<file path="config.mk">
export PLATFORM = sky130hd
export DESIGN_NAME = joystick_median_scaler
export DESIGN_NICKNAME = d
export VERILOG_FILES = /design/src/hw/rtl/jms_pkg.sv /design/src/hw/rtl/jms_axis.sv /design/src/hw/rtl/joystick_median_scaler.sv
export VERILOG_INCLUDE_DIRS = /design/src /design/src/hw/rtl
export SDC_FILE = /design/constraint.sdc
export NUM_CORES = 1
export LEC_CHECK = 0
export ABC_AREA = 0
export BUFFER_PORTS_ARGS = -buffer_cell sky130_fd_sc_hd__buf_2
export CORE_ASPECT_RATIO = 1.5
export CORE_MARGIN = 2
export CORE_UTILIZATION = 65
export CTS_BUF_LIST = sky130_fd_sc_hd__clkbuf_4 sky130_fd_sc_hd__clkbuf_8
export DETAILED_ROUTE_END_ITERATION = 10
export PLACE_DENSITY = 0.83
export SKIP_CTS_REPAIR_TIMING = 1
export SYNTH_ARGS = -nofsm -noshare
export SYNTH_HDL_FRONTEND = slang
export SYNTH_SLANG_ARGS = --single-unit
</file>
<file path="constraint.sdc">
create_clock -name aclk -period 7.5 [get_ports aclk]
set_input_delay 1.125 -clock aclk [delete_from_list [all_inputs] [get_ports aclk]]
set_output_delay 1.125 -clock aclk [all_outputs]
set_load 0.02 [all_outputs]
</file>
<file path="src/hw/rtl/assert_macros.svh">
// assertion macros for the rtl files, included by joystick_median_scaler.sv
`ifndef ASSERT_MACROS_SVH
`define ASSERT_MACROS_SVH

// same-cycle implication, checked outside reset
`define ASSERT_NOW(label, ante, cons) \
    label: assert property (@(posedge aclk) disable iff (!aresetn) (ante) |-> (cons)) \
        else $error("assertion failed");

// next-cycle implication, checked outside reset
`define ASSERT_NEXT(label, ante, cons) \
    label: assert property (@(posedge aclk) disable iff (!aresetn) (ante) |=> (cons)) \
        else $error("assertion failed");

`endif

</file>
<file path="src/hw/rtl/jms_pkg.sv">
// package with sizes, constants and types of the joystick median scaler
package jms_pkg;

    localparam int WINDOW      = 8;
    localparam int SAMPLE_W    = 12;
    localparam int OUT_W       = 10;
    localparam int SLOT_W      = (WINDOW > 1) ? $clog2(WINDOW) : 1;
    localparam int CNT_W       = $clog2(WINDOW + 1);
    localparam int RANK        = WINDOW / 2;
    localparam int SCALE_W     = 10;
    localparam int SCALE_NUM   = 1000;
    localparam int PROD_W      = SAMPLE_W + SCALE_W;
    localparam int BIT_CNT_W   = $clog2(SAMPLE_W);
    localparam int IN_DATA_W   = ((2 * SAMPLE_W + 7) / 8) * 8;
    localparam int OUT_DATA_W  = ((2 * OUT_W + 7) / 8) * 8;

    typedef enum logic [1:0] {
        ST_IDLE,
        ST_SELECT,
        ST_SCALE,
        ST_OUT
    } jms_state_t;

    // control from the sequencer to each axis unit
    typedef struct packed {
        logic load;
        logic step;
    } jms_ctrl_t;

endpackage

</file>
<file path="src/hw/rtl/jms_axis.sv">
// one axis: sample window and bit-serial radix selection of the median
module jms_axis (
    input  logic                            aclk,
    input  logic                            aresetn,
    input  jms_pkg::jms_ctrl_t              ctrl,
    input  logic [jms_pkg::SLOT_W-1:0]      wr_slot,
    input  logic [jms_pkg::SAMPLE_W-1:0]    wr_data,
    output logic [jms_pkg::SAMPLE_W-1:0]    median
);
    import jms_pkg::*;

    logic [SAMPLE_W-1:0] win_reg [WINDOW];
    logic [WINDOW-1:0]   active_reg;
    logic [WINDOW-1:0]   active_next;
    logic [CNT_W-1:0]    rank_reg;
    logic [CNT_W-1:0]    rank_next;
    logic [SAMPLE_W-1:0] med_reg;
    logic [WINDOW-1:0]   msb;
    logic [CNT_W-1:0]    zeros;
    logic                pick_one;

    always_comb begin
        zeros = '0;
        for (int i = 0; i < WINDOW; i++) begin
            msb[i] = win_reg[i][SAMPLE_W-1];
            zeros  = zeros + CNT_W'(active_reg[i] & ~msb[i]);
        end
        // target rank lies beyond the candidates with a zero here
        pick_one = (rank_reg >= zeros);
        if (pick_one) begin
            active_next = active_reg & msb;
            rank_next   = rank_reg - zeros;
        end else begin
            active_next = active_reg & ~msb;
            rank_next   = rank_reg;
        end
    end

    // entries rotate one bit per step and are back in place after a full pass
    always_ff @(posedge aclk) begin
        if (!aresetn) begin
            for (int i = 0; i < WINDOW; i++) begin
                win_reg[i] <= '0;
            end
        end else if (ctrl.load) begin
            win_reg[wr_slot] <= wr_data;
        end else if (ctrl.step) begin
            for (int i = 0; i < WINDOW; i++) begin
                win_reg[i] <= {win_reg[i][SAMPLE_W-2:0], win_reg[i][SAMPLE_W-1]};
            end
        end
    end

    always_ff @(posedge aclk) begin
        if (!aresetn) begin
            active_reg <= '0;
            rank_reg   <= '0;
        end else if (ctrl.load) begin
            active_reg <= '1;
            rank_reg   <= CNT_W'(RANK);
        end else if (ctrl.step) begin
            active_reg <= active_next;
            rank_reg   <= rank_next;
        end
    end

    always_ff @(posedge aclk) begin
        if (ctrl.step) begin
            med_reg <= {med_reg[SAMPLE_W-2:0], pick_one};
        end
    end

    assign median = med_reg;

endmodule

</file>
<file path="src/hw/rtl/joystick_median_scaler.sv">
// joystick median scaler: per-axis window median, scaled to 0..999 and 1000..1
//
// input channel s_*: one item carries an x and a y sample; s_tready is high
// while the block is idle, also while a finished result still waits on m_*
// output channel m_*: one item per input item, held in an output register
// until taken; m_tvalid stays high and m_tdata stays put while m_tready is low
//
// each accepted item is written into both windows at the shared write slot,
// then the median of each window is found msb first, one bit per cycle over
// all window entries, then scaled in ST_SCALE into the product registers;
// the result is loaded into the output register in ST_OUT once it is empty
// or being taken; a new item is accepted only after that load, and while
// m_tready is low the next item waits in ST_OUT for the output register
// to empty
// reset: both windows read as all zeros and the write slot returns to the
// first entry, so early medians include those zeros; no item is pending
module joystick_median_scaler (
    input  logic                              aclk,
    input  logic                              aresetn,
    input  logic                              s_tvalid,
    output logic                              s_tready,
    input  logic [jms_pkg::IN_DATA_W-1:0]     s_tdata,   // x_sample, y_sample
    output logic                              m_tvalid,
    input  logic                              m_tready,
    output logic [jms_pkg::OUT_DATA_W-1:0]    m_tdata    // x_scaled, y_scaled, zero pad
);
    import jms_pkg::*;

    `include "assert_macros.svh"

    jms_state_t               state_reg, state_next;
    logic [BIT_CNT_W-1:0]     bit_cnt_reg, bit_cnt_next;
    logic [SLOT_W-1:0]        slot_reg, slot_next;
    logic                     m_tvalid_reg, m_tvalid_next;
    logic [OUT_W-1:0]         x_out_reg;
    logic [OUT_W-1:0]         y_out_reg;
    logic [PROD_W-1:0]        x_prod_reg;
    logic [PROD_W-1:0]        y_prod_reg;
    logic [SAMPLE_W-1:0]      x_med;
    logic [SAMPLE_W-1:0]      y_med;
    logic [OUT_W-1:0]         x_q;
    logic [OUT_W-1:0]         y_q;
    logic                     accept;
    logic                     out_load;
    jms_ctrl_t                ctrl;

    assign accept = s_tvalid && s_tready;

    jms_axis u_axis_x (
        .aclk    (aclk),
        .aresetn (aresetn),
        .ctrl    (ctrl),
        .wr_slot (slot_reg),
        .wr_data (s_tdata[SAMPLE_W-1:0]),
        .median  (x_med)
    );

    jms_axis u_axis_y (
        .aclk    (aclk),
        .aresetn (aresetn),
        .ctrl    (ctrl),
        .wr_slot (slot_reg),
        .wr_data (s_tdata[2*SAMPLE_W-1:SAMPLE_W]),
        .median  (y_med)
    );

    always_ff @(posedge aclk) begin
        if (!aresetn) begin
            state_reg    <= ST_IDLE;
            bit_cnt_reg  <= '0;
            slot_reg     <= '0;
            m_tvalid_reg <= 1'b0;
        end else begin
            state_reg    <= state_next;
            bit_cnt_reg  <= bit_cnt_next;
            slot_reg     <= slot_next;
            m_tvalid_reg <= m_tvalid_next;
        end
    end

    always_comb begin
        state_next    = state_reg;
        bit_cnt_next  = bit_cnt_reg;
        slot_next     = slot_reg;
        m_tvalid_next = m_tvalid_reg && !m_tready;
        s_tready      = 1'b0;
        out_load      = 1'b0;
        ctrl          = '0;
        unique case (state_reg)
            ST_IDLE: begin
                s_tready  = 1'b1;
                ctrl.load = s_tvalid;
                if (s_tvalid) begin
                    bit_cnt_next = '0;
                    if (slot_reg == SLOT_W'(WINDOW - 1)) begin
                        slot_next = '0;
                    end else begin
                        slot_next = slot_reg + 1'b1;
                    end
                    state_next = ST_SELECT;
                end
            end
            ST_SELECT: begin
                ctrl.step    = 1'b1;
                bit_cnt_next = bit_cnt_reg + 1'b1;
                if (bit_cnt_reg == BIT_CNT_W'(SAMPLE_W - 1)) begin
                    state_next = ST_SCALE;
                end
            end
            ST_SCALE: begin
                state_next = ST_OUT;
            end
            ST_OUT: begin
                // wait for the output register to empty
                if (!m_tvalid_reg || m_tready) begin
                    out_load      = 1'b1;
                    m_tvalid_next = 1'b1;
                    state_next    = ST_IDLE;
                end
            end
            default: begin
                state_next = ST_IDLE;
            end
        endcase
    end

    always_ff @(posedge aclk) begin
        if (state_reg == ST_SCALE) begin
            x_prod_reg <= PROD_W'(x_med) * PROD_W'(SCALE_NUM);
            y_prod_reg <= PROD_W'(y_med) * PROD_W'(SCALE_NUM);
        end
    end

    assign x_q = x_prod_reg[PROD_W-1:SAMPLE_W];
    assign y_q = y_prod_reg[PROD_W-1:SAMPLE_W];

    always_ff @(posedge aclk) begin
        if (out_load) begin
            x_out_reg <= x_q;
            y_out_reg <= OUT_W'(SCALE_NUM) - y_q;
        end
    end

    assign m_tvalid = m_tvalid_reg;
    assign m_tdata  = {{(OUT_DATA_W - 2 * OUT_W){1'b0}}, y_out_reg, x_out_reg};

    `ASSERT_NEXT(a_accept_starts_select, accept, state_reg == ST_SELECT)
    `ASSERT_NEXT(a_select_ends_in_scale,
        state_reg == ST_SELECT && bit_cnt_reg == BIT_CNT_W'(SAMPLE_W - 1),
        state_reg == ST_SCALE)
    `ASSERT_NOW(a_x_range, m_tvalid_reg, x_out_reg <= OUT_W'(SCALE_NUM - 1))
    `ASSERT_NOW(a_y_range, m_tvalid_reg,
        y_out_reg >= OUT_W'(1) && y_out_reg <= OUT_W'(SCALE_NUM))

endmodule
</file>
# [Yosys cells after proc, flatten, opt, wreduce, memory -nomap -nowiden]
# Memory sizes are Yosys's and may differ from the RTL's.
# Index checks and enable logic that the tools add are counted.
[op_classes] n_addsub=19 eq_ne=8 multipliers=2 n_mux=56 bitwise_logic=55 reduce_logical=19 magnitude_cmp=2
[op_table] op="$mux W12" n=18
[op_table] op="$and A1 B4 Y4" n=16
[op_table] op="$not A1 Y4" n=16
[op_table] op="$add A4 B4 Y4" n=14
[op_table] op="$mux W8" n=6
[op_table] op="$mul A12 B7 Y19 const B" n=2
[op_table] op="$and A8 B8 Y8" n=4
[op_table] op="$mux W3" n=9
[op_table] op="$reduce_or A12 Y1" n=2
[op_table] op="$mux W1" n=17
[op_table] op="$not A8 Y8" n=2
[op_table] op="$or A1 B1 Y1" n=16
[op_table] op="$reduce_and A2 Y1" n=6
[op_table] op="$sub A10 B10 Y10 const A" n=1
[op_table] op="$ge A4 B4 Y1" n=2
[op_table] op="$pmux W2 S4" n=1
[op_table] op="$pmux W4 S2" n=1
[op_table] op="$reduce_bool A2 Y1" n=4
[op_table] op="$sub A4 B4 Y4" n=2
[op_table] op="$mux W2" n=3
[op_table] op="$ne A2 B2 Y1 const B" n=3
[op_table] op="$add A4 B1 Y4 const B" n=1
[op_table] op="$eq A2 B2 Y1 const B" n=2
[op_table] op="$eq A4 B4 Y1 const B" n=1
[op_table] op="other kinds (11)" n=12
[word_totals] ff_bits=116 mem_count=2 output_inout_bits=26 elab_cells=179 ram_bits=192
[memory_table] name="u_axis_x.win_reg" words=8 width=12 rd=8 rd_ports_with_merged_regs=0 wr=8 line="jms_axis.sv:12" source="logic [SAMPLE_W-1:0] win_reg [WINDOW];"
[memory_table] name="u_axis_y.win_reg" words=8 width=12 rd=8 rd_ports_with_merged_regs=0 wr=8 line="jms_axis.sv:12"

# [Depth between registers and ports, before layout]
# Gate-level depths: netlist of run 1.
# An unclocked memory read counts as a cell.
[logic_depth] ltp_word=14 depth_mapped=18 depth_no_buf=16

# [Modules after synthesis]
# A second synthesis of run 1 with hierarchy kept.
[unflattened] cells_unflattened=1356 hier_area_um2=16737.3
[modules_own_cells] module="joystick_median_scaler" area_each_um2=5941.9 n_inst=1 cells_per_inst=551
[modules_own_cells] module="jms_axis at u_axis_x" area_each_um2=5407.7 n_inst=1 cells_per_inst=402
[modules_own_cells] module="jms_axis at u_axis_y" area_each_um2=5387.7 n_inst=1 cells_per_inst=403

# [Worst setup path before layout of run 1]
# No wires, ideal clock.
[synth_path] path_kind="register to register" from="memory u_axis_x.win_reg[0][11]" to="register u_axis_x.rank_reg[2]" slack_ps=3017 path_buffers=2 period_less_slack_ps=4483 stages_incl_launch_ff=19 t_arrival_ps=4347 t_required_ps=7364 setup_ps=136 path_cell_list="edfxtp_1 nor2b_1 fa_1 inv_1 fa_1 fa_1 inv_1 ha_1 fa_1 inv_1 fa_1 a21o_1 a21o_1 a21oi_1 buf_2 nor2b_1 clkbuf_1 nor3_1 a311oi_1"
[synth_lines] item="from (decl)" line="jms_axis.sv:12"
[synth_lines] item="to (signal assigned)" line="jms_axis.sv:60" source="rank_reg <= CNT_W'(RANK);"
[synth_lines] item="to (signal assigned)" line="jms_axis.sv:63" source="rank_reg <= rank_next;"
[synth_lines] item="to (decl)" line="jms_axis.sv:15" source="logic [CNT_W-1:0] rank_reg;"

==> metrics.txt, run 1 <==
commonest non-fill, non-tap cell in the layout=nand2_1; min cycle time layout=about 5400 ps; FF+latch count, synth=290; GP Congestion=~0.84; routed vias=11000; final hold viol count=0; commonest cells after routing, fill and taps aside=404 x nand2_1, 256 x edfxtp_1, 205 x o21ai_0; Yosys top cell area share=0.463; GR Overflow Total=0; worst-skew pair later-pin latency=580 ps; fin. max-slew vios=0; largest net degree at the start of global routing=77; number of synthesized flops with an enable pin=between 200 and 300; Final Cycle Share=0.721; max frequency=~180 MHz; GRT Util Overall=0.256; RSZ-0062 raised after global routing=no; chip width=about 130 um; First-pass DRT Iterations=6; r2r startpoint=u_axis_x.win_reg[3][11]; # port buffers=49; routed len/inst=about 17 um; count of mapped cells out of synthesis=around 1600; top post-synthesis cells by area=edfxtp_1 46%, fa_1 10%, nand2_1 9.1%; initial cell density of the core=0.663; Worst setup EP type=flip-flop; CP endpoint=u_axis_x.rank_reg[2]; R2R setup slack=approximately 2100 ps; Die Span Y=between 150 and 200 um; final-report setup violation count=0; clock sinks=290; critical path arrival=about 5900 ps; root buf cell=clkbuf_8; initial antenna violation count=3; mean area per synthesized cell=10.5 sq um; # IOs=between 50 and 60; CTS tree=built; Tightest Hold Check Type=reg2reg; crit path launch type=flip-flop; P&R area growth vs syn=7.33%; vias in the first global route=roughly 11000; WL final=roughly 33000 um; Synth Cell Area=around 0.017 sq mm; TritonCTS buffer count=between 40 and 50; Iter 0 DRT Violations=roughly 890; Max Buffers Root-to-Sink=3; origin of the worst setup path=u_axis_x.win_reg[3][11]; Slew HR=0.171; NumNets Final=between 1500 and 2000; Routed Antenna Nets=0; Die ar.=0.0269 sq mm; Post-synth ARST share=0; Yosys Warn Count=0; maxcap violations=0; Seq/Total Area, Yosys=0.504; Reg2Reg Depth=16; Worst Setup Path Type=reg2reg; drc violations=0; Worst EP required=between 7000 and 8000 ps; DP HPWL=approximately 23000 um; CP max FO=10; Max H-tree Level=2; Clock transition at path regs=around 70 ps; synth unique cells=48; core area=0.0251 sq mm; skew final=approximately 32 ps; R2R Path End=u_axis_x.rank_reg[2]; Vias per Instance=around 5.6; main flop type after synthesis=edfxtp_1; Synth area leader=edfxtp_1; Slew @ Worst Pin=approximately 1200 ps; share of layout cells above drive strength 1=0.0934; final setup TNS=0 ps; global-route wire length before repair=about 54000 um; outcome=finished clean; # rows=71
[through the flow]
step                setup slack (ps)  cells   util  instance area [sq um]  hold slack (ps)
finish                          2090   1959  0.711                  17800              420
CTS                             2090   1956  0.711                  17800              430
floorplan                       3020   1588      -                  16600              400
global placement                2300   1879  0.676                  16900              400
detailed placement              2080   1879  0.676                  16900              412
global route                    1740   1959  0.711                  17800              437
[worst min path at each step]
stage / startpoint / endpoint / slack (ps) / depth (start not counted)
6_report: x_prod_reg[16] / x_out_reg[4] / 420 / 0
5_1_grt: x_prod_reg[20] / x_out_reg[8] / 440 / 0
4_1_cts: x_prod_reg[16] / x_out_reg[4] / 430 / 0
3_5_place_dp: x_prod_reg[21] / x_out_reg[9] / 410 / 0
3_3_place_gp: x_prod_reg[20] / x_out_reg[8] / 400 / 0
2_1_floorplan: x_prod_reg[12] / x_out_reg[0] / 400 / 0
[synth_stat cells, types with 7 or more instances]
cell / n
nand2_1: 404
nor2b_1: 16
mux2i_1: 7
edfxtp_1: 256
dfxtp_1: 34
nor3_1: 8
a21oi_1: 41
o21ai_1: 13
fa_1: 84
nand3_1: 9
buf_2: 42
ha_1: 109
clkbuf_1: 44
a21o_1: 14
nor2_1: 30
xnor2_1: 37
nand2b_1: 16
buf_4: 14
inv_1: 138
xor2_1: 13
o21ai_0: 211
[area by class of cell]
cell class | instances | area (sq um)
fillers | 1781 | 7240
multi-input cells | 1057 | 7280
repair buffers | 65 | 365
well taps | 328 | 410
clock inverters | 18 | 135
flip-flops and latches | 290 | 8370
inverters | 139 | 522
clock buffers | 59 | 731
diodes | 3 | 7.51
[per-layer routing]
metal,share of wire,wire length (um),global-route usage
met1,0.38,12500,0.300
met2,0.53,17300,0.465
met3,0.049,1610,0.0381
met4,0.039,1280,0.119
met5,0,0,0
[cells by family after synthesis]
| group | share of synthesized area |
|---|---|
| muxes | 0.00422 |
| other | 0.000226 |
| DFF | 0.504 |
| and+or+nand+nor | 0.123 |
| AOI/OAI and AO/OA | 0.0969 |
| buffers and inverters | 0.0614 |
| adders and majority gates | 0.183 |
| xor gates and xnor gates | 0.0264 |
[critical path, cell delays in order, from the launching register on]
cell      delay, ps
edfxtp_1        430
nor2b_1         240
fa_1            460
inv_1            90
fa_1            430
fa_1            550
inv_1            40
ha_1            210
fa_1            480
inv_1            70
fa_1            460
a21o_1          170
a21o_1          170
a21oi_1         880
nor2b_1         310
nor3_1          220
a311oi_1         70
Power of run 1 is not shown: default switching activity piles up to over one toggle a cycle in this logic, so the estimate is an artifact.
==> run 2: changes to the inputs <==
--- a/config.mk
+++ b/config.mk
@@ -10,10 +10,10 @@
 export BUFFER_PORTS_ARGS = -buffer_cell sky130_fd_sc_hd__buf_2
 export CORE_ASPECT_RATIO = 1.5
 export CORE_MARGIN = 2
-export CORE_UTILIZATION = 65
+export CORE_UTILIZATION = 59
 export CTS_BUF_LIST = sky130_fd_sc_hd__clkbuf_4 sky130_fd_sc_hd__clkbuf_8
 export DETAILED_ROUTE_END_ITERATION = 10
-export PLACE_DENSITY = 0.83
+export PLACE_DENSITY = 0.79
 export SKIP_CTS_REPAIR_TIMING = 1
 export SYNTH_ARGS = -nofsm -noshare
 export SYNTH_HDL_FRONTEND = slang
==> constraint.sdc (replaced) <==
create_clock -name aclk -period 4.8 [get_ports aclk]
set_input_delay 0.72 -clock aclk [delete_from_list [all_inputs] [get_ports aclk]]
set_output_delay 0.72 -clock aclk [all_outputs]
set_load 0.02 [all_outputs]
==> metrics.txt, run 2 (same netlist as run 1, synthesis figures left out) <==
drc violations=0; Tightest Hold Check Type=reg2reg; max frequency=~210 MHz; CP endpoint=u_axis_y.active_reg[0]; Max Buffers Root-to-Sink=3; Seq. cell area=roughly 0.0084 sq mm; CTS tree=built; fill count=2120; final cell count without fillers=between 1500 and 2000; # port buffers=between 40 and 50; Iter 0 DRT Violations=slightly below 1000; Worst setup EP type=flip-flop; First-pass DRT Iterations=5; dpl cell area=0.0170 sq mm; Die Span Y=about 210 um; clock sinks=just under 300; R2R Path End=u_axis_y.active_reg[0]; Clock transition at path regs=70 ps; crit path launch type=flip-flop; share of layout cells above drive strength 1=0.100; GRT Util Overall=0.231; busiest grt layer=met2; final hold slack=approximately 420 ps; worst-skew pair later-pin latency=590 ps; Cells after DPL=around 1900; # rows=75; final hold viol count=0; ANT cells=0; most frequent CP cell=fa_1; Die ar.=a little under 0.03 sq mm; TritonCTS buffer count=44; Slowest-stage cell, CP=fa_1; critical path arrival=between 5000 and 6000 ps; Slew @ Worst Pin=just under 1000 ps; Final Cycle Share=0.973; largest net degree at the start of global routing=94; Worst Setup Path Type=reg2reg; Design Area, Final=0.0179 sq mm; fin util=0.642; chip width=about 140 um; origin of the worst setup path=u_axis_y.win_reg[0][11]; r2r startpoint=u_axis_y.win_reg[0][11]; Vias per Instance=roughly 5.5; vias in the first global route=around 11000; Worst EP required=around 5200 ps; max incr delay on CP=560 ps; Routed Antenna Nets=0; CP max FO=4; R2R setup slack=130 ps; DP HPWL=roughly 23000 um; initial cell density of the core=0.596; fin. max-slew vios=0; routed vias=11000; GP Congestion=between 0.8 and 0.9; WL final=approximately 33000 um; Max H-tree Level=2; NumNets Final=about 1800; P&R area growth vs syn=7.74%; Slew HR=0.354; commonest non-fill, non-tap cell in the layout=nand2_1; commonest cells after routing, fill and taps aside=404 x nand2_1, 256 x edfxtp_1, 205 x o21ai_0; GR Overflow Total=0; final-report setup violation count=0; root buf cell=clkbuf_8; routed len/inst=roughly 17 um; global-route wire length before repair=roughly 55000 um; met3 usage=0.0349; Reg2Reg Depth=16; min cycle time layout=4670 ps; met1 GRT Util=0.264; maxcap violations=0; Multi-input gate area=0.00728 sq mm; critical path cell sequence=nor2b_2 -> fa_1 -> inv_1 -> fa_1 -> fa_1 -> inv_1 -> ha_1 -> fa_1 -> inv_1 -> fa_1 -> a21o_1 -> a21o_1 -> a21oi_2 -> clkdlybuf4s15_2 -> xnor2_1 -> a21oi_1; outcome=finished clean; core area=0.0279 sq mm; met2 Use GR=0.430; # IOs=54; skew final=34.0 ps; initial antenna violation count=1
==> run 2: cell count changes in the layout (fill, tap and decap cells not counted), sizes merged <==
cell and delta:
buf +11, bufinv -2, clkbuf -1, clkdlybuf4s15 +1
clkinv +7, clkinvlp -2, diode -3, inv +1
==> run 2: stage by stage <==
stage	setup WS (ps)	TNS (ps)
finish	131	0
global route	-60.1	-138
CTS	217	0
detailed placement	253	0
global placement	396	0
floorplan	317	0
==> run 2: how the worst min path moves through the flow <==
stage          slack (ps)            from      endpoint  depth (start not counted)
6_report              420  x_prod_reg[17]  x_out_reg[5]                          0
3_3_place_gp          400  x_prod_reg[21]  x_out_reg[9]                          0
5_1_grt               430  x_prod_reg[17]  x_out_reg[5]                          0
4_1_cts               420  x_prod_reg[17]  x_out_reg[5]                          0
2_1_floorplan         400  x_prod_reg[12]  x_out_reg[0]                          0
3_5_place_dp          410  x_prod_reg[13]  x_out_reg[1]                          0
==> run 2: worst max-delay path: cells and delay by family (launching register included) <==
kind | cells | cell delay (ps)
buffers and inverters | 4 | 460
and+or+nand+nor | 1 | 70
xor gates and xnor gates | 1 | 130
AOI/OAI and AO/OA | 4 | 670
adders and majority gates | 6 | 2760
DFF | 1 | 420
==> run 2: area by class of cell <==
class	count	area share
Clock buffer	58	0.0397
Clock inverter	22	0.00623
Inverter	139	0.0292
Multi-Input combinational cell	1057	0.407
Sequential cell	290	0.468
Tap cell	346	0.0242
Timing Repair Buffer	77	0.0257
==> run 2: metal layers <==
layer,part of all wire,up-vias
li1,-,5322
met1,0.38,5289
met2,0.54,313
met3,0.051,85
met4,0.033,0
met5,0,-
Power of run 2 is left out for the same reason.
